[config.mk]
export PLATFORM = sky130hd
export DESIGN_NAME = h264_rtp_packetizer
export DESIGN_NICKNAME = d
export VERILOG_FILES = /design/src/rtl/h264rtp_pkg.sv /design/src/rtl/h264rtp_fifo.sv /design/src/rtl/h264rtp_front.sv /design/src/rtl/h264rtp_back.sv /design/src/rtl/h264_rtp_packetizer.sv
export SDC_FILE = /design/constraint.sdc
export NUM_CORES = 1
export LEC_CHECK = 0
export BUFFER_PORTS_ARGS = -buffer_cell sky130_fd_sc_hd__clkbuf_2
export CAP_MARGIN = 30
export CORE_MARGIN = 2
export CORE_UTILIZATION = 45
export DETAILED_ROUTE_END_ITERATION = 8
export PLACE_DENSITY = 0.71
export SKIP_CTS_REPAIR_TIMING = 1
export SYNTH_ARGS = -nofsm -noshare
export SYNTH_HDL_FRONTEND = slang
export SYNTH_HIERARCHICAL = 1
export SYNTH_SLANG_ARGS = --single-unit
[constraint.sdc]
create_clock -name clk -period 8.6 [get_ports clk]
set_clock_uncertainty 0.15 [all_clocks]
set_input_delay 0.86 -clock clk [delete_from_list [all_inputs] [get_ports clk]]
set_output_delay 0.86 -clock clk [all_outputs]
set_load 0.02 [all_outputs]
[src/rtl/h264rtp_pkg.sv]
`timescale 1ns / 1ps
`default_nettype none
package h264rtp_pkg;

	// widest field sizes over the parameter ranges; modules truncate to their own
	localparam int CMD_LEN_W = 16;
	localparam int CMD_OFF_W = 32;

	localparam logic [15:0] MIN_PAYLOAD    = 16'd300;
	localparam logic [4:0]  STAP_A_TYPE    = 5'd24;
	localparam logic [4:0]  FU_A_TYPE      = 5'd28;
	localparam logic [4:0]  IDR_TYPE       = 5'd5;
	localparam logic [4:0]  SLICE_TYPE_MAX = 5'd5;

	localparam logic [3:0] REG_MAX_PAYLOAD  = 4'd0;
	localparam logic [3:0] REG_LENGTH_FIELD = 4'd1;

	typedef enum logic [1:0] {
		CMD_ADD,
		CMD_FLUSH,
		CMD_FRAG
	} cmd_kind_t;

	typedef struct packed {
		cmd_kind_t              kind;
		logic                   fin;      // group or fragment ends the sample
		logic                   last_out; // last piece of this command ends the item
		logic                   idr;
		logic [3:0]             idx;
		logic [4:0]             count;
		logic [1:0]             nri;
		logic [7:0]             hdr;
		logic [CMD_LEN_W-1:0]   len;
		logic [CMD_OFF_W-1:0]   off;
		logic [15:0]            mp;
	} cmd_t;

endpackage
`default_nettype wire

[src/rtl/h264rtp_fifo.sv]
`timescale 1ns / 1ps
`default_nettype none
module h264rtp_fifo (
	input  wire                 clk,
	input  wire                 arst_n,
	input  wire                 push,
	input  h264rtp_pkg::cmd_t   wr_cmd,
	output logic                full,
	input  wire                 pop,
	output h264rtp_pkg::cmd_t   rd_cmd,
	output logic                empty
);
	h264rtp_pkg::cmd_t mem_q [4];
	logic [1:0] wr_ptr_q;
	logic [1:0] rd_ptr_q;
	logic [2:0] cnt_q;

	assign full   = (cnt_q == 3'd4);
	assign empty  = (cnt_q == 3'd0);
	assign rd_cmd = mem_q[rd_ptr_q];

	always_ff @(posedge clk) begin
		if (push && !full) begin
			mem_q[wr_ptr_q] <= wr_cmd;
		end
	end

	always_ff @(posedge clk or negedge arst_n) begin
		if (!arst_n) begin
			wr_ptr_q <= 2'd0;
			rd_ptr_q <= 2'd0;
			cnt_q    <= 3'd0;
		end else begin
			if (push && !full) wr_ptr_q <= wr_ptr_q + 2'd1;
			if (pop && !empty) rd_ptr_q <= rd_ptr_q + 2'd1;
			cnt_q <= cnt_q + {2'd0, push && !full} - {2'd0, pop && !empty};
		end
	end
endmodule
`default_nettype wire

[src/rtl/h264rtp_front.sv]
`timescale 1ns / 1ps
`default_nettype none
module h264rtp_front #(
	parameter int MAX_GROUP       = 8,
	parameter int OFFSET_BITS     = 20,
	parameter int NAL_LENGTH_BITS = 14
) (
	input  wire                        clk,
	input  wire                        arst_n,
	input  wire                        in_valid,
	output logic                       in_stall,
	input  wire [NAL_LENGTH_BITS-1:0]  nal_length,
	input  wire [7:0]                  nal_header,
	input  wire                        last_in_sample,
	input  wire [15:0]                 mp,
	input  wire [2:0]                  lfs,
	output logic                       push,
	output h264rtp_pkg::cmd_t          cmd,
	input  wire                        full
);
	localparam int CW = $clog2(MAX_GROUP + 1);

	logic [CW-1:0]          count_q;
	logic [15:0]            bytes_q;
	logic [1:0]             nri_q;
	logic [OFFSET_BITS-1:0] pos_q;
	logic [4:0]             fst_q;
	logic [2:0]             pend_q;
	h264rtp_pkg::cmd_t      slot_q [3];

	logic                   accept;
	logic [OFFSET_BITS-1:0] nal_off;
	logic [OFFSET_BITS-1:0] new_pos;
	logic [4:0]             ntype;
	logic [4:0]             fst_n;
	logic                   idr;
	logic                   big;
	logic                   flush1;
	logic [CW-1:0]          count1;
	logic [15:0]            bytes1;
	logic [1:0]             nri1;
	logic [1:0]             nri2;
	logic [17:0]            bsum;
	logic [15:0]            bsat;
	logic [CW-1:0]          count_n;
	logic [15:0]            bytes_n;
	logic [1:0]             nri_n;
	logic [2:0]             pend_n;
	h264rtp_pkg::cmd_t      s0, s1, s2;
	logic [1:0]             sel;

	assign in_stall = |pend_q;
	assign accept   = in_valid && !in_stall;
	assign ntype    = nal_header[4:0];
	assign nal_off  = pos_q + OFFSET_BITS'(lfs);
	assign new_pos  = nal_off + OFFSET_BITS'(nal_length);
	assign fst_n    = (fst_q == 5'd0 && ntype >= 5'd1 && ntype <= h264rtp_pkg::SLICE_TYPE_MAX)
		? ntype : fst_q;
	assign idr      = last_in_sample && (fst_n == h264rtp_pkg::IDR_TYPE);
	assign big      = 17'(nal_length) > 17'(mp);

	always_comb begin
		flush1 = (count_q != '0) &&
			((count_q >= CW'(MAX_GROUP)) ||
			(18'(bytes_q) + 18'd2 + 18'(nal_length) > 18'(mp)));
		count1 = flush1 ? '0 : count_q;
		bytes1 = flush1 ? 16'd0 : bytes_q;
		nri1   = flush1 ? 2'd0 : nri_q;
		nri2   = (nal_header[6:5] > nri1) ? nal_header[6:5] : nri1;
		bsum   = ((count1 == '0) ? 18'd1 : 18'(bytes1)) + 18'd2 + 18'(nal_length);
		bsat   = (bsum > 18'h0FFFF) ? 16'hFFFF : bsum[15:0];

		s0 = '0;
		s1 = '0;
		s2 = '0;
		pend_n = 3'b000;
		// flush of the pending group, never final in slot 0
		s0.kind  = h264rtp_pkg::CMD_FLUSH;
		s0.count = 5'(count_q);
		s0.nri   = nri_q;
		if (big) begin
			pend_n[0]   = (count_q != '0);
			s1.kind     = h264rtp_pkg::CMD_FRAG;
			s1.fin      = last_in_sample;
			s1.last_out = 1'b1;
			s1.idr      = idr;
			s1.hdr      = nal_header;
			s1.len      = 16'(nal_length);
			s1.off      = 32'(nal_off);
			s1.mp       = mp;
			pend_n[1]   = 1'b1;
			count_n     = '0;
			bytes_n     = 16'd0;
			nri_n       = 2'd0;
		end else begin
			pend_n[0]   = flush1;
			s0.last_out = !last_in_sample;
			s1.kind     = h264rtp_pkg::CMD_ADD;
			s1.idx      = 4'(count1);
			s1.len      = 16'(nal_length);
			s1.off      = 32'(nal_off);
			pend_n[1]   = 1'b1;
			s2.kind     = h264rtp_pkg::CMD_FLUSH;
			s2.fin      = 1'b1;
			s2.last_out = 1'b1;
			s2.idr      = idr;
			s2.count    = 5'(count1) + 5'd1;
			s2.nri      = nri2;
			pend_n[2]   = last_in_sample;
			if (last_in_sample) begin
				count_n = '0;
				bytes_n = 16'd0;
				nri_n   = 2'd0;
			end else begin
				count_n = count1 + CW'(1);
				bytes_n = bsat;
				nri_n   = nri2;
			end
		end
	end

	assign sel  = pend_q[0] ? 2'd0 : (pend_q[1] ? 2'd1 : 2'd2);
	assign push = (|pend_q) && !full;
	assign cmd  = slot_q[sel];

	always_ff @(posedge clk) begin
		if (accept) begin
			slot_q[0] <= s0;
			slot_q[1] <= s1;
			slot_q[2] <= s2;
		end
	end

	always_ff @(posedge clk or negedge arst_n) begin
		if (!arst_n) begin
			count_q <= '0;
			bytes_q <= 16'd0;
			nri_q   <= 2'd0;
			pos_q   <= '0;
			fst_q   <= 5'd0;
			pend_q  <= 3'b000;
		end else if (accept) begin
			count_q <= count_n;
			bytes_q <= bytes_n;
			nri_q   <= nri_n;
			pos_q   <= last_in_sample ? '0 : new_pos;
			fst_q   <= last_in_sample ? 5'd0 : fst_n;
			pend_q  <= pend_n;
		end else if (push) begin
			pend_q[sel] <= 1'b0;
		end
	end
endmodule
`default_nettype wire

[src/rtl/h264rtp_back.sv]
`timescale 1ns / 1ps
`default_nettype none
module h264rtp_back #(
	parameter int MAX_GROUP       = 8,
	parameter int OFFSET_BITS     = 20,
	parameter int NAL_LENGTH_BITS = 14
) (
	input  wire                         clk,
	input  wire                         arst_n,
	input  h264rtp_pkg::cmd_t           cmd,
	input  wire                         empty,
	output logic                        pop,
	output logic                        out_valid,
	input  wire                         out_stall,
	output logic                        new_packet,
	output logic                        marker,
	output logic [1:0]                  header_count,
	output logic [23:0]                 header_bytes,
	output logic [OFFSET_BITS-1:0]      data_offset,
	output logic [NAL_LENGTH_BITS-1:0]  data_length,
	output logic                        idr_sample,
	output logic                        last
);
	localparam int GI_W = $clog2(MAX_GROUP);
	localparam int CW   = $clog2(MAX_GROUP + 1);

	typedef enum logic [1:0] {
		ST_IDLE,
		ST_GROUP,
		ST_FRAG
	} state_t;

	state_t                     state_q;
	logic [NAL_LENGTH_BITS-1:0] len_mem [MAX_GROUP];
	logic [OFFSET_BITS-1:0]     off_mem [MAX_GROUP];
	logic [GI_W-1:0]            i_q;
	logic [CW-1:0]              cnt_q;
	logic [1:0]                 nri_q;
	logic                       fin_q;
	logic                       lastout_q;
	logic                       idr_q;
	logic [NAL_LENGTH_BITS-1:0] rem_q;
	logic [OFFSET_BITS-1:0]     off_q;
	logic [2:0]                 ind_q;
	logic [4:0]                 type_q;
	logic                       first_q;
	logic [15:0]                mp_q;

	logic                       out_valid_q;
	logic                       new_packet_q;
	logic                       marker_q;
	logic [1:0]                 header_count_q;
	logic [23:0]                header_bytes_q;
	logic [OFFSET_BITS-1:0]     data_offset_q;
	logic [NAL_LENGTH_BITS-1:0] data_length_q;
	logic                       idr_sample_q;
	logic                       last_q;

	logic                       adv;
	logic                       grp_end;
	logic [NAL_LENGTH_BITS-1:0] g_len;
	logic [15:0]                g_len16;
	logic                       fend;
	logic [NAL_LENGTH_BITS-1:0] fw;

	assign adv     = !out_valid_q || !out_stall;
	assign pop     = (state_q == ST_IDLE) && !empty;
	assign grp_end = (CW'(i_q) + CW'(1)) == cnt_q;
	assign g_len   = len_mem[i_q];
	assign g_len16 = 16'(g_len);
	assign fend    = (17'(rem_q) + 17'd2) <= 17'(mp_q);
	assign fw      = fend ? rem_q : NAL_LENGTH_BITS'(mp_q - 16'd2);

	always_ff @(posedge clk) begin
		if (pop && cmd.kind == h264rtp_pkg::CMD_ADD) begin
			len_mem[cmd.idx[GI_W-1:0]] <= cmd.len[NAL_LENGTH_BITS-1:0];
			off_mem[cmd.idx[GI_W-1:0]] <= cmd.off[OFFSET_BITS-1:0];
		end
	end

	always_ff @(posedge clk or negedge arst_n) begin
		if (!arst_n) begin
			state_q     <= ST_IDLE;
			out_valid_q <= 1'b0;
		end else begin
			case (state_q)
				ST_IDLE: begin
					if (adv) out_valid_q <= 1'b0;
					if (pop) begin
						fin_q     <= cmd.fin;
						lastout_q <= cmd.last_out;
						idr_q     <= cmd.idr;
						cnt_q     <= CW'(cmd.count);
						nri_q     <= cmd.nri;
						i_q       <= '0;
						rem_q     <= cmd.len[NAL_LENGTH_BITS-1:0] - NAL_LENGTH_BITS'(1);
						off_q     <= cmd.off[OFFSET_BITS-1:0] + OFFSET_BITS'(1);
						ind_q     <= cmd.hdr[7:5];
						type_q    <= cmd.hdr[4:0];
						first_q   <= 1'b1;
						mp_q      <= cmd.mp;
						if (cmd.kind == h264rtp_pkg::CMD_FLUSH) state_q <= ST_GROUP;
						else if (cmd.kind == h264rtp_pkg::CMD_FRAG) state_q <= ST_FRAG;
					end
				end
				ST_GROUP: begin
					if (adv) begin
						out_valid_q   <= 1'b1;
						data_offset_q <= off_mem[i_q];
						data_length_q <= g_len;
						last_q        <= grp_end && lastout_q;
						idr_sample_q  <= grp_end && idr_q;
						if (cnt_q == CW'(1)) begin
							new_packet_q   <= 1'b1;
							marker_q       <= fin_q;
							header_count_q <= 2'd0;
							header_bytes_q <= 24'd0;
						end else if (i_q == '0) begin
							new_packet_q   <= 1'b1;
							marker_q       <= fin_q;
							header_count_q <= 2'd3;
							header_bytes_q <= {1'b0, nri_q, h264rtp_pkg::STAP_A_TYPE, g_len16};
						end else begin
							new_packet_q   <= 1'b0;
							marker_q       <= 1'b0;
							header_count_q <= 2'd2;
							header_bytes_q <= {8'd0, g_len16};
						end
						i_q <= i_q + GI_W'(1);
						if (grp_end) state_q <= ST_IDLE;
					end
				end
				ST_FRAG: begin
					if (adv) begin
						out_valid_q    <= 1'b1;
						new_packet_q   <= 1'b1;
						marker_q       <= fin_q && fend;
						header_count_q <= 2'd2;
						header_bytes_q <= {8'd0, ind_q, h264rtp_pkg::FU_A_TYPE,
							first_q, fend, 1'b0, type_q};
						data_offset_q  <= off_q;
						data_length_q  <= fw;
						last_q         <= fend && lastout_q;
						idr_sample_q   <= fend && idr_q;
						rem_q          <= rem_q - fw;
						off_q          <= off_q + OFFSET_BITS'(fw);
						first_q        <= 1'b0;
						if (fend) state_q <= ST_IDLE;
					end
				end
				default: begin
					if (adv) out_valid_q <= 1'b0;
					state_q <= ST_IDLE;
				end
			endcase
		end
	end

	assign out_valid    = out_valid_q;
	assign new_packet   = new_packet_q;
	assign marker       = marker_q;
	assign header_count = header_count_q;
	assign header_bytes = header_bytes_q;
	assign data_offset  = data_offset_q;
	assign data_length  = data_length_q;
	assign idr_sample   = idr_sample_q;
	assign last         = last_q;
endmodule
`default_nettype wire

[src/rtl/h264_rtp_packetizer.sv]
// Path: an accepted NAL descriptor is registered in the front end's command slots, which
// push into the queue while it is not full; the idle packet sequencer pops each command.
// Throughput: one piece per cycle within a command while out_stall is low; a descriptor
// queues up to three commands, stalling input until pushed; its pieces drain behind it.
// Reset (arst_n low, asynchronous): group, sample position and queue clear,
// max_payload returns to 1400 and length_field_size to 4.
`timescale 1ns / 1ps
`default_nettype none
module h264_rtp_packetizer #(
	parameter int MAX_GROUP       = 8,
	parameter int OFFSET_BITS     = 20,
	parameter int NAL_LENGTH_BITS = 14
) (
	input  wire                         clk,
	input  wire                         arst_n,
	input  wire                         cfg_valid,
	output logic                        cfg_ready,
	input  wire [3:0]                   cfg_index,
	input  wire [15:0]                  cfg_data,
	input  wire                         in_valid,
	output logic                        in_stall,
	input  wire [NAL_LENGTH_BITS-1:0]   nal_length,
	input  wire [7:0]                   nal_header,
	input  wire                         last_in_sample,
	output logic                        out_valid,
	input  wire                         out_stall,
	output logic                        new_packet,
	output logic                        marker,
	output logic [1:0]                  header_count,
	output logic [23:0]                 header_bytes,
	output logic [OFFSET_BITS-1:0]      data_offset,
	output logic [NAL_LENGTH_BITS-1:0]  data_length,
	output logic                        idr_sample,
	output logic                        last
);
	logic [15:0]       max_payload_q;
	logic [2:0]        lfs_q;
	logic [15:0]       mp_eff;
	logic [2:0]        lfs_eff;
	logic              push;
	logic              full;
	logic              empty;
	logic              pop;
	h264rtp_pkg::cmd_t wr_cmd;
	h264rtp_pkg::cmd_t rd_cmd;

	assign cfg_ready = 1'b1;

	always_ff @(posedge clk or negedge arst_n) begin
		if (!arst_n) begin
			max_payload_q <= 16'd1400;
			lfs_q         <= 3'd4;
		end else if (cfg_valid) begin
			if (cfg_index == h264rtp_pkg::REG_MAX_PAYLOAD) max_payload_q <= cfg_data;
			else if (cfg_index == h264rtp_pkg::REG_LENGTH_FIELD) lfs_q <= cfg_data[2:0];
		end
	end

	assign mp_eff  = (max_payload_q < h264rtp_pkg::MIN_PAYLOAD) ? h264rtp_pkg::MIN_PAYLOAD
		: max_payload_q;
	assign lfs_eff = (lfs_q == 3'd0) ? 3'd1 : ((lfs_q > 3'd4) ? 3'd4 : lfs_q);

	h264rtp_front #(
		.MAX_GROUP(MAX_GROUP),
		.OFFSET_BITS(OFFSET_BITS),
		.NAL_LENGTH_BITS(NAL_LENGTH_BITS)
	) u_front (
		.clk(clk),
		.arst_n(arst_n),
		.in_valid(in_valid),
		.in_stall(in_stall),
		.nal_length(nal_length),
		.nal_header(nal_header),
		.last_in_sample(last_in_sample),
		.mp(mp_eff),
		.lfs(lfs_eff),
		.push(push),
		.cmd(wr_cmd),
		.full(full)
	);

	h264rtp_fifo u_fifo (
		.clk(clk),
		.arst_n(arst_n),
		.push(push),
		.wr_cmd(wr_cmd),
		.full(full),
		.pop(pop),
		.rd_cmd(rd_cmd),
		.empty(empty)
	);

	h264rtp_back #(
		.MAX_GROUP(MAX_GROUP),
		.OFFSET_BITS(OFFSET_BITS),
		.NAL_LENGTH_BITS(NAL_LENGTH_BITS)
	) u_back (
		.clk(clk),
		.arst_n(arst_n),
		.cmd(rd_cmd),
		.empty(empty),
		.pop(pop),
		.out_valid(out_valid),
		.out_stall(out_stall),
		.new_packet(new_packet),
		.marker(marker),
		.header_count(header_count),
		.header_bytes(header_bytes),
		.data_offset(data_offset),
		.data_length(data_length),
		.idr_sample(idr_sample),
		.last(last)
	);
endmodule
`default_nettype wire

After elaboration in Yosys (flattened, before gate mapping)
Memories as Yosys holds them, arrays and structs flattened. A register that Yosys moved wholly into a read port is not among the register bits.
Cells that the tools add are included.
{ "totals": {"register_bits": 214, "out_inout_bits": 67, "ram_bits": 846, "wordCells": 229, "input_bits": 48, "n_memories": 4} }
{ "op_classes": {"magnitude_cmp": 12, "n_reduce_logical": 46, "n_eq_ne": 15, "bitwise_logic": 3, "muxes": 96, "n_addsub": 20} }
{ "mem_list": {"columns": ["name", "words", "word_bits", "read_ports", "rd_clocked_by_memory_dff", "write_ports", "line_no", "text"], "rows": [
  ["u_fifo.mem_q", 4, 88, 1, 0, 1, "h264rtp_fifo.sv:13", "h264rtp_pkg::cmd_t mem_q [4];"],
  ["u_front.slot_q", 3, 74, 1, 0, 3, "h264rtp_front.sv:29", "h264rtp_pkg::cmd_t slot_q [3];"],
  ["u_back.off_mem", 8, 20, 1, 1, 1, "h264rtp_back.sv:35", "logic [OFFSET_BITS-1:0] off_mem [MAX_GROUP];"],
  ["u_back.len_mem", 8, 14, 1, 1, 1, "h264rtp_back.sv:34", "logic [NAL_LENGTH_BITS-1:0] len_mem [MAX_GROUP];"]
]} }
{ "ops": {"columns": ["op", "count"], "rows": [
  ["$mux 16", 7],
  ["$mux 20", 5],
  ["$pmux 20 s2", 2],
  ["$mux 24", 3],
  ["$mux 14", 5],
  ["$pmux 14 s2", 2],
  ["$pmux 24 s2", 1],
  ["$add 20x14->20", 2],
  ["$add 18x14->18", 2],
  ["$mux 2", 17],
  ["$mux 3", 9],
  ["$mux 1", 26],
  ["$mux 23", 1],
  ["$add 20x1->20 const B", 1],
  ["$add 20x3->20", 1],
  ["$mux 4", 5],
  ["$add 18x2->18 const B", 1],
  ["$gt 18x16->1", 1],
  ["$gt 18x16->1 const B", 1],
  ["$add 16x2->17 const B", 1],
  ["$gt 14x16->1", 1],
  ["$le 15x16->1", 1],
  ["$logic_and 1x1->1", 16],
  ["$lt 16x9->1 const B", 1],
  ["other kinds (51)", 80]
]} }

Logic depth before layout (Yosys ltp)
Gate-level depths: netlist (run 1).
{ "logic_depth": {"ltp_word": 14, "mapped_depth": 39, "ltp_nobuf": 38} }

Cells and area by module
Netlist (run 1), hierarchy kept.
{ "by_module_without_submodules": {"columns": ["module", "area_each_um2", "cells_each", "seq_area_each_um2", "instances"], "rows": [
  ["h264rtp_back", 18310.1, 1160, 12176.7, 1],
  ["h264rtp_fifo", 13262.7, 502, 10745.3, 1],
  ["h264rtp_front", 8969.9, 899, 3683.5, 1],
  ["h264_rtp_packetizer", 938.4, 72, 484.2, 1]
]} }

Worst setup path after synthesis (run 1)
OpenSTA, ideal clock, no wires.
{ "synth_path": {"kind": "input to register", "startpoint": "input port nal_length[1]", "endpoint": "register u_front.bytes_q[15]", "t_required_ps": 8209, "t_arrival_ps": 7582, "cell_stages": 39, "n_path_buf": 1, "path_slack_ps": 627, "setup_ps": 241, "cell_sequence": "inv_1 > ha_1 > inv_1 > ha_1 > fa_1 > a21o_1 > a21oi_1 > o21bai_1 > a21boi_0 > o211a_1 > o31ai_1 > a21o_1 > xor2_1 > ha_1 > nand2_1 > nor2_1 > nand2_1 > or3_1 > [3 not listed] > ha_1 > nand2b_1 > o211a_2 > clkbuf_1 > nand2_1 > ha_1 > inv_1 > ha_1 > inv_1 > fa_1 > nand2b_1 > a21oi_1 > o21bai_1 > and3_1 > o41ai_1 > and3_1 > and4_1 > a2111oi_2"} }
{ "synth_via": {"elab_chain_len": 13, "word_cells_on_any_way": 15, "cone_classes": "add/sub: 3; order compare: 3; mux: 6; reduce/logical: 3"} }
{ "synth_rtl": {"columns": ["item", "line_no", "text"], "rows": [
  ["start, declared", "h264_rtp_packetizer.sv:22", "input wire [NAL_LENGTH_BITS-1:0] nal_length,"],
  ["$add 18x14->18", "h264rtp_front.sv:65", "(18'(bytes_q) + 18'd2 + 18'(nal_length) > 18'(mp)));"],
  ["$gt 18x16->1", "h264rtp_front.sv:65", null],
  ["$logic_or 1x1->1", "h264rtp_front.sv:64", "((count_q >= CW'(MAX_GROUP)) ||"],
  ["$logic_and 1x1->1", "h264rtp_front.sv:63", "flush1 = (count_q != '0) &&"],
  ["$mux 4", "h264rtp_front.sv:66", "count1 = flush1 ? '0 : count_q;"],
  ["$logic_not 4->1", "h264rtp_front.sv:70", "bsum = ((count1 == '0) ? 18'd1 : 18'(bytes1)) + 18'd2 + 18'(nal_length);"],
  ["$mux 16", "h264rtp_front.sv:70", null],
  ["$add 18x2->18", "h264rtp_front.sv:70", null],
  ["$add 18x14->18", "h264rtp_front.sv:70", null],
  ["$gt 18x16->1", "h264rtp_front.sv:71", "bsat = (bsum > 18'h0FFFF) ? 16'hFFFF : bsum[15:0];"],
  ["$mux 16", "h264rtp_front.sv:71", null],
  ["$mux 16", "h264rtp_front.sv:110", "if (last_in_sample) begin"],
  ["$mux 16 (*)", "h264rtp_front.sv:81", "if (big) begin"],
  ["end signal, assigned", "h264rtp_front.sv:144", "bytes_q <= bytes_n;"],
  ["end, declared", "h264rtp_front.sv:24", "logic [15:0] bytes_q;"]
]} }
Mark *: on every way between the ends. The rest lies on a longest branch, timed or not.
A chain may end at the register's enable or synchronous reset.

Final worst setup path (run 1)
{ "layout_path": {"startpoint": "input port nal_length[1]", "endpoint": "register u_front.bytes_q[6]"} }
Same word-level chain as after synthesis.

==> results of run 1 <==
metrics by stage:
| stage | hold slack [ns] | util (%) |
|---|---|---|
| 3_3_place_gp | 0.321 | 47.7 |
| 2_1_floorplan | 0.297 | - |
| 4_1_cts | -0.126 | 51.0 |
| 3_5_place_dp | 0.322 | 47.8 |
| 5_1_grt | 0.292 | 51.1 |
| 6_report | 0.313 | 51.1 |
cell type report:
cell class | instances | area share [%]
diodes | 1 | 0.00572
multi-input cells | 1486 | 29.8
repair buffers | 155 | 2.19
clock inverters | 39 | 0.910
well taps | 1144 | 3.27
inverters | 105 | 0.905
flip-flops and latches | 850 | 57.5
clock buffers | 120 | 5.48
routing by layer:
metal | up-vias | share of wire (%)
li1 | 10002 | -
met1 | 11128 | 42
met2 | 731 | 48
met3 | 175 | 6.2
met4 | 6 | 3.5
met5 | - | 0.047
final timing paths:
path,startpoint,endpoint,slack [ns],cells past startpoint
setup / recovery,nal_length[1],u_front/bytes_q[6]$_DFFE_PN0P_,0.77,38
hold / removal,cfg_data[5],max_payload_q[5]$_DFFE_PN1P_,0.31,2
setup reg to reg,u_front/bytes_q[1]$_DFFE_PN0P_,u_front/bytes_q[6]$_DFFE_PN0P_,0.84,37
hold reg to reg,u_front/nri_q[1]$_DFFE_PN0P_,u_front/slot_q[0][59]$_DFFE_PP_,0.34,0
max in group asynchronous,arst_n,u_front/pos_q[18]$_DFFE_PN0P_,6.92,4
min in group asynchronous,arst_n,u_fifo/rd_ptr_q[1]$_DFFE_PN0P_,0.48,2
sequential cells by signal, summed over array words and instances, names as in the netlist, 16 cells and up, named ones only:
signal               cells
u_back/header_bytes     19
u_front/pos_q           20
max_payload_q           16
u_front/slot_q          79
u_fifo/mem_q           288
u_back/off_q            20
u_front/bytes_q         16
u_back/mp_q             16
u_back/len_mem         112
u_back/data_offset      20
u_back/off_mem         160
placed cells by master, fill, tap and decap left out, types with 14 or more instances in the layout:
cell,instances
nand2_1,148
mux2i_1,51
mux2_2,26
mux4_2,140
nor4_1,14
nand2b_1,25
xnor2_1,76
inv_1,102
o21ai_0,79
nor2b_1,22
nor2_1,120
and2_1,99
o21ai_1,15
clkbuf_16,89
a21o_1,26
xor2_1,61
dfrtp_1,70
a21oi_1,76
buf_4,43
clkbuf_1,26
a22o_1,18
o21a_1,21
ha_1,164
edfxtp_1,768
clkbuf_2,108
nor3_1,28
nand3_1,46
power by group through the flow:
stage,clock network [W],logic [W],registers (W)
after floorplan,0,0.00492,0.00690
after global placement,0,0.00658,0.00698
after detailed placement,0,0.00680,0.00704
after CTS,0.00373,0.00686,0.00698
after global routing,0.00390,0.00750,0.00708
final,0.00366,0.00684,0.00697
critical path, delay by kind of cell:
kind,cells,cell delay (ns)
xor gates and xnor gates,1,0.14
AOI/OAI and AO/OA,15,2.79
and+or+nand+nor,10,1.62
adders and majority gates,7,2.06
buffers and inverters,5,0.79
==> flow_summary.yaml, run 1 <==
status:
  status: "complete, no violations"
logic_synthesis:
  yosys_warnings: 6
  postSynthAreaPerCell_um2: 15.4
  syn_inst: 2534
  netlist_area_um2: 39000
timing:
  period_share_pct: 91.0
  fin_crit_ns: 7.83
  finalSetupViolCount: 0
  drv_slew: 0
  slew_headroom_pct: 32.9
  tightest_slew_ns: 1.00
  max_freq_mhz: 128
  tns_ns: 0
  finalHoldViolations: 0
  setup_slack_ns: 0.774
  rsz0062_at_grt: "no"
worst_setup_path:
  start_kind: "input port"
  cp-end-kind: "flip-flop"
  cpMaxStageDelayCell: "fa_1"
  path_common_cell: "ha_1"
  arrival_ns: 8.25
  max_stage_delay_ns: 0.46
  path_max_fanout: 15
  crit_type: "in2reg"
  cp_data_required_time_ns: 9.02
power_and_ir_drop:
  power_w: 0.0175
  leakage_nw: 15.9
  power_frac_comb_pct: 39.2
  p_per_area_nw_per_um2: 400
  switching_share_pct: 36.5
  power_switching_w: 0.00637
  intPower_w: 0.0111
  ir_worst_vdd_uv: 222
  p_clk_share_pct: 21.0
  seqPwrFrac_pct: 39.9
global_route:
  antenna_found_initial: 4
  gr-total-overflow: 0
  grt_usage_pct: 19.4
  grt_pass1_vias: 22508
  grt_start_max_net_pins: 89
  gr-usage-met2_pct: 31.4
  met1_usage_pct: 26.3
  grt_pass1_wl_mm: 133
  top_usage_layer: "met2"
  grtUsageMet3_pct: 3.42
place:
  numPortBuffers: 109
  post-place-cells: 3738
  placed_area_um2: 40900
  gp_congestion: 0.872
  dp_slack_ns: 0.254
  dp_hpwl_mm: 56.5
cts:
  cts_tree: "done"
  clk_pin_slew_ns: 0.06
  max-clock-path-buffers: 3
  cts_max_level: 3
  cts_buffers: 88
  clock_sinks: 850
  root_buffer: "clkbuf_16"
  clk_latency_ns: 0.63
routing:
  drc: 0
  vias_per_cell: 5.65
  drt_wl_total_mm: 86.5
  dr.pass1.iters: 6
  via_count: 22042
  drtAntennaViolNets: 0
  wl_per_cell_um: 22.2
  drt_iter0_drc: 2041
min_path:
  hold_path_class: "in2reg"
finish:
  fin_area_um2: 43700
  drive_gt1_share_pct: 18.8
  multi_input_area_um2: 13000
  regArea_um2: 25100
  fin_nets: 2906
  syn_to_final_growth_pct: 12.1
  fill_cells: 6879
  final_cells: 3900
run:
  max_cap_viol_count: 0
floorplanning:
  die_height_um: 298
  chipWidth_um: 298
  io_pins: 115
  num_rows: 107
  initial_core_util_pct: 45.6
  coreArea_um2: 85500
  die_area_um2: 89000
(Power assumes the default switching activity.)
==> run 2, diff against run 1 <==
- ABC_AREA: default -> 1
- SYNTH_HIERARCHICAL: 1 -> default
==> run 2 against run 1 <==
Compared with the run above:
- final cell count increased by 28%
- critical endpoint is now u_front.bytes_q[4]$_DFFE_PN0P_
- die area up 2.2%
- count of clock-buffer cells in the layout decreased by 15
- hold slack worse by 0.22 ns
- power increased by 3.2%
- setup slack improved by 0.54 ns
- highest routed layer is now met4
- sequential share of layout area fell by 1.0 points
- non-clock buffer count rose by 4
- clock power decreased by 1%
- critical path depth increased by 4
==> flow_summary.yaml, run 2 <==
status:
  status: "complete, no violations"
power_and_ir_drop:
  leakage_nw: 17.7
  ir_worst_vdd_uv: 221
  p_per_area_nw_per_um2: 405
worst_setup_path:
  crit_type: "reg2reg"
  cpMaxStageDelayCell: "dfrtp_1"
  start_kind: "flip-flop"
  cp_data_required_time_ns: 9.02
  cp-end-kind: "flip-flop"
  path_max_fanout: 22
  max_stage_delay_ns: 0.51
  arrival_ns: 7.70
finish:
  layout_common_cells: "768 x edfxtp_1, 596 x nand2_1, 455 x nor2_1"
  layout_commonest_cell: "edfxtp_1"
  fill_cells: 7705
  drive_gt1_share_pct: 9.85
  regArea_um2: 25100
  fin_nets: 3989
  multi_input_area_um2: 12700
  fin_area_um2: 44500
  syn_to_final_growth_pct: 11.6
  largest_reg_flops: 288
  final_util_pct: 50.5
  max_flop_register: "u_fifo.mem_q"
logic_synthesis:
  synth_area_leader_cell: "edfxtp_1"
  yosysUniqueCellTypes: 68
  netlist_area_um2: 39900
  syn_inst: 3671
  synthTopCellsByArea: "edfxtp_1 58%, nand2_1 5.6%, ha_1 5.0%, dfrtp_1 4.5%, nor2_1 4.4%"
  synthFlopType: "edfxtp_1"
  synth_commonest_cells: "768 x edfxtp_1, 597 x nand2_1, 468 x nor2_1, 383 x inv_1, 339 x o21ai_0"
  ys_seq_area_share_pct: 63.0
  synth_most_common_cell: "edfxtp_1"
  postSynthAreaPerCell_um2: 10.9
  synth_edf_count: 768
  yosys_warnings: 0
  synthArstFlopShare_pct: 9.29
  yosys_register_bits: 850
  synth_top_area_share_pct: 57.9
global_route:
  gr-total-overflow: 0
  antenna_found_initial: 0
  grt_pass1_wl_mm: 147
  grt_pass1_vias: 25904
  grt_usage_pct: 20.7
  grt_start_max_net_pins: 90
timing:
  whs_ns: 0.0903
  rsz0062_at_grt: "no"
  tightest_slew_ns: 1.15
  max_freq_mhz: 137
  tns_ns: 0
  slew_headroom_pct: 23.6
  drv_slew: 0
  finalSetupViolCount: 0
  period_share_pct: 84.7
  finalHoldViolations: 0
  fin_crit_ns: 7.29
routing:
  wl_met3_mm: 6.79
  drtAntennaViolNets: 0
  topRoutingLayerUsed: "met4"
  wl_met1_mm: 41.3
  drt_wl_total_mm: 95.1
  via_count: 27226
  dr.pass1.iters: 6
  wl_met2_mm: 44.7
  drt_iter0_drc: 2526
  wl_per_cell_um: 19.0
  vias_per_cell: 5.44
  drc: 0
cts:
  cts_buffers: 86
  cts_tree: "done"
  max-clock-path-buffers: 3
  clk_pin_slew_ns: 0.06
  cts_max_level: 3
  root_buffer: "clkbuf_16"
  clock_sinks: 850
  clk_latency_ns: 0.66
place:
  placed_area_um2: 41800
  numPortBuffers: 109
  dp_hpwl_mm: 60.2
  gp_congestion: 0.913
floorplanning:
  coreArea_um2: 88100
  die_area_um2: 91000
  initial_core_util_pct: 45.2
  die_height_um: 302
  num_rows: 109
  chipWidth_um: 302
  io_pins: 115
run:
  max_cap_viol_count: 0
min_path:
  hold_path_class: "in2async"
[run 2: metrics by stage]
stage	total power [W]	std cells	worst slack [ns]
global route	0.0192	5004	0.514
floorplan	0.0120	3676	1.30
global placement	0.0141	4845	1.47
detailed placement	0.0144	4852	1.27
finish	0.0180	5005	1.31
CTS	0.0180	5003	1.44
[run 2: worst max-delay path: cells and delay by family, from the launching register on]
family                     cells  cell delay [ns]
AOI/OAI and AO/OA              7             1.59
xor gates and xnor gates       2             0.28
adders and majority gates      5             1.45
buffers and inverters          8             0.63
DFF                            1             0.51
and+or+nand+nor               20             2.57
[run 2: cells by family after synthesis]
group	share of synthesized area (%)
fa+ha+maj	5.31
compound gates	10.5
mux	0.0847
other cells	0.0188
simple gates	13.5
flops	63.0
buf+inv	5.47
xor+xnor	2.11
[run 2: cell type report]
| cell class | count | share of cell area (%) |
|---|---|---|
| diodes | 1 | 0.00562 |
| clock buffers | 105 | 5.14 |
| clock inverters | 46 | 0.920 |
| inverters | 392 | 3.32 |
| multi-input cells | 2287 | 28.6 |
| flip-flops and latches | 850 | 56.5 |
| well taps | 1165 | 3.28 |
| repair buffers | 159 | 2.29 |
[run 2: per-layer routing]
| metal | up-vias | global-route usage [%] |
|---|---|---|
| met2 | 1022 | 33.8 |
| met4 | 0 | 5.93 |
| li1 | 12968 | - |
| met1 | 13077 | 28.9 |
| met5 | - | 0 |
| met3 | 159 | 2.98 |
[run 2: power by group]
| group | switching [W] | internal, W | total (W) |
|---|---|---|---|
| logic | 0.00525 | 0.00224 | 0.00749 |
| registers | 0.000546 | 0.00637 | 0.00692 |
| clock network | 0.00155 | 0.00207 | 0.00362 |
| total | 0.00734 | 0.0107 | 0.0180 |
[run 2: worst paths after layout]
kind | startpoint | end | slack, ns | depth (start not counted)
max | u_front.bytes_q[1]$_DFFE_PN0P_ | u_front.bytes_q[4]$_DFFE_PN0P_ | 1.31 | 42
min | arst_n | max_payload_q[7]$_DFFE_PN0P_ | 0.09 | 1
max reg2reg | u_front.bytes_q[1]$_DFFE_PN0P_ | u_front.bytes_q[4]$_DFFE_PN0P_ | 1.31 | 42
min reg2reg | u_front.count_q[3]$_DFFE_PN0P_ | u_front.slot_q[0][63]$_DFFE_PP_ | 0.30 | 0
max in group asynchronous | arst_n | u_fifo.rd_ptr_q[0]$_DFFE_PN0P_ | 7.09 | 2
min in group clk | cfg_data[10] | max_payload_q[10]$_DFFE_PN1P_ | 0.30 | 3
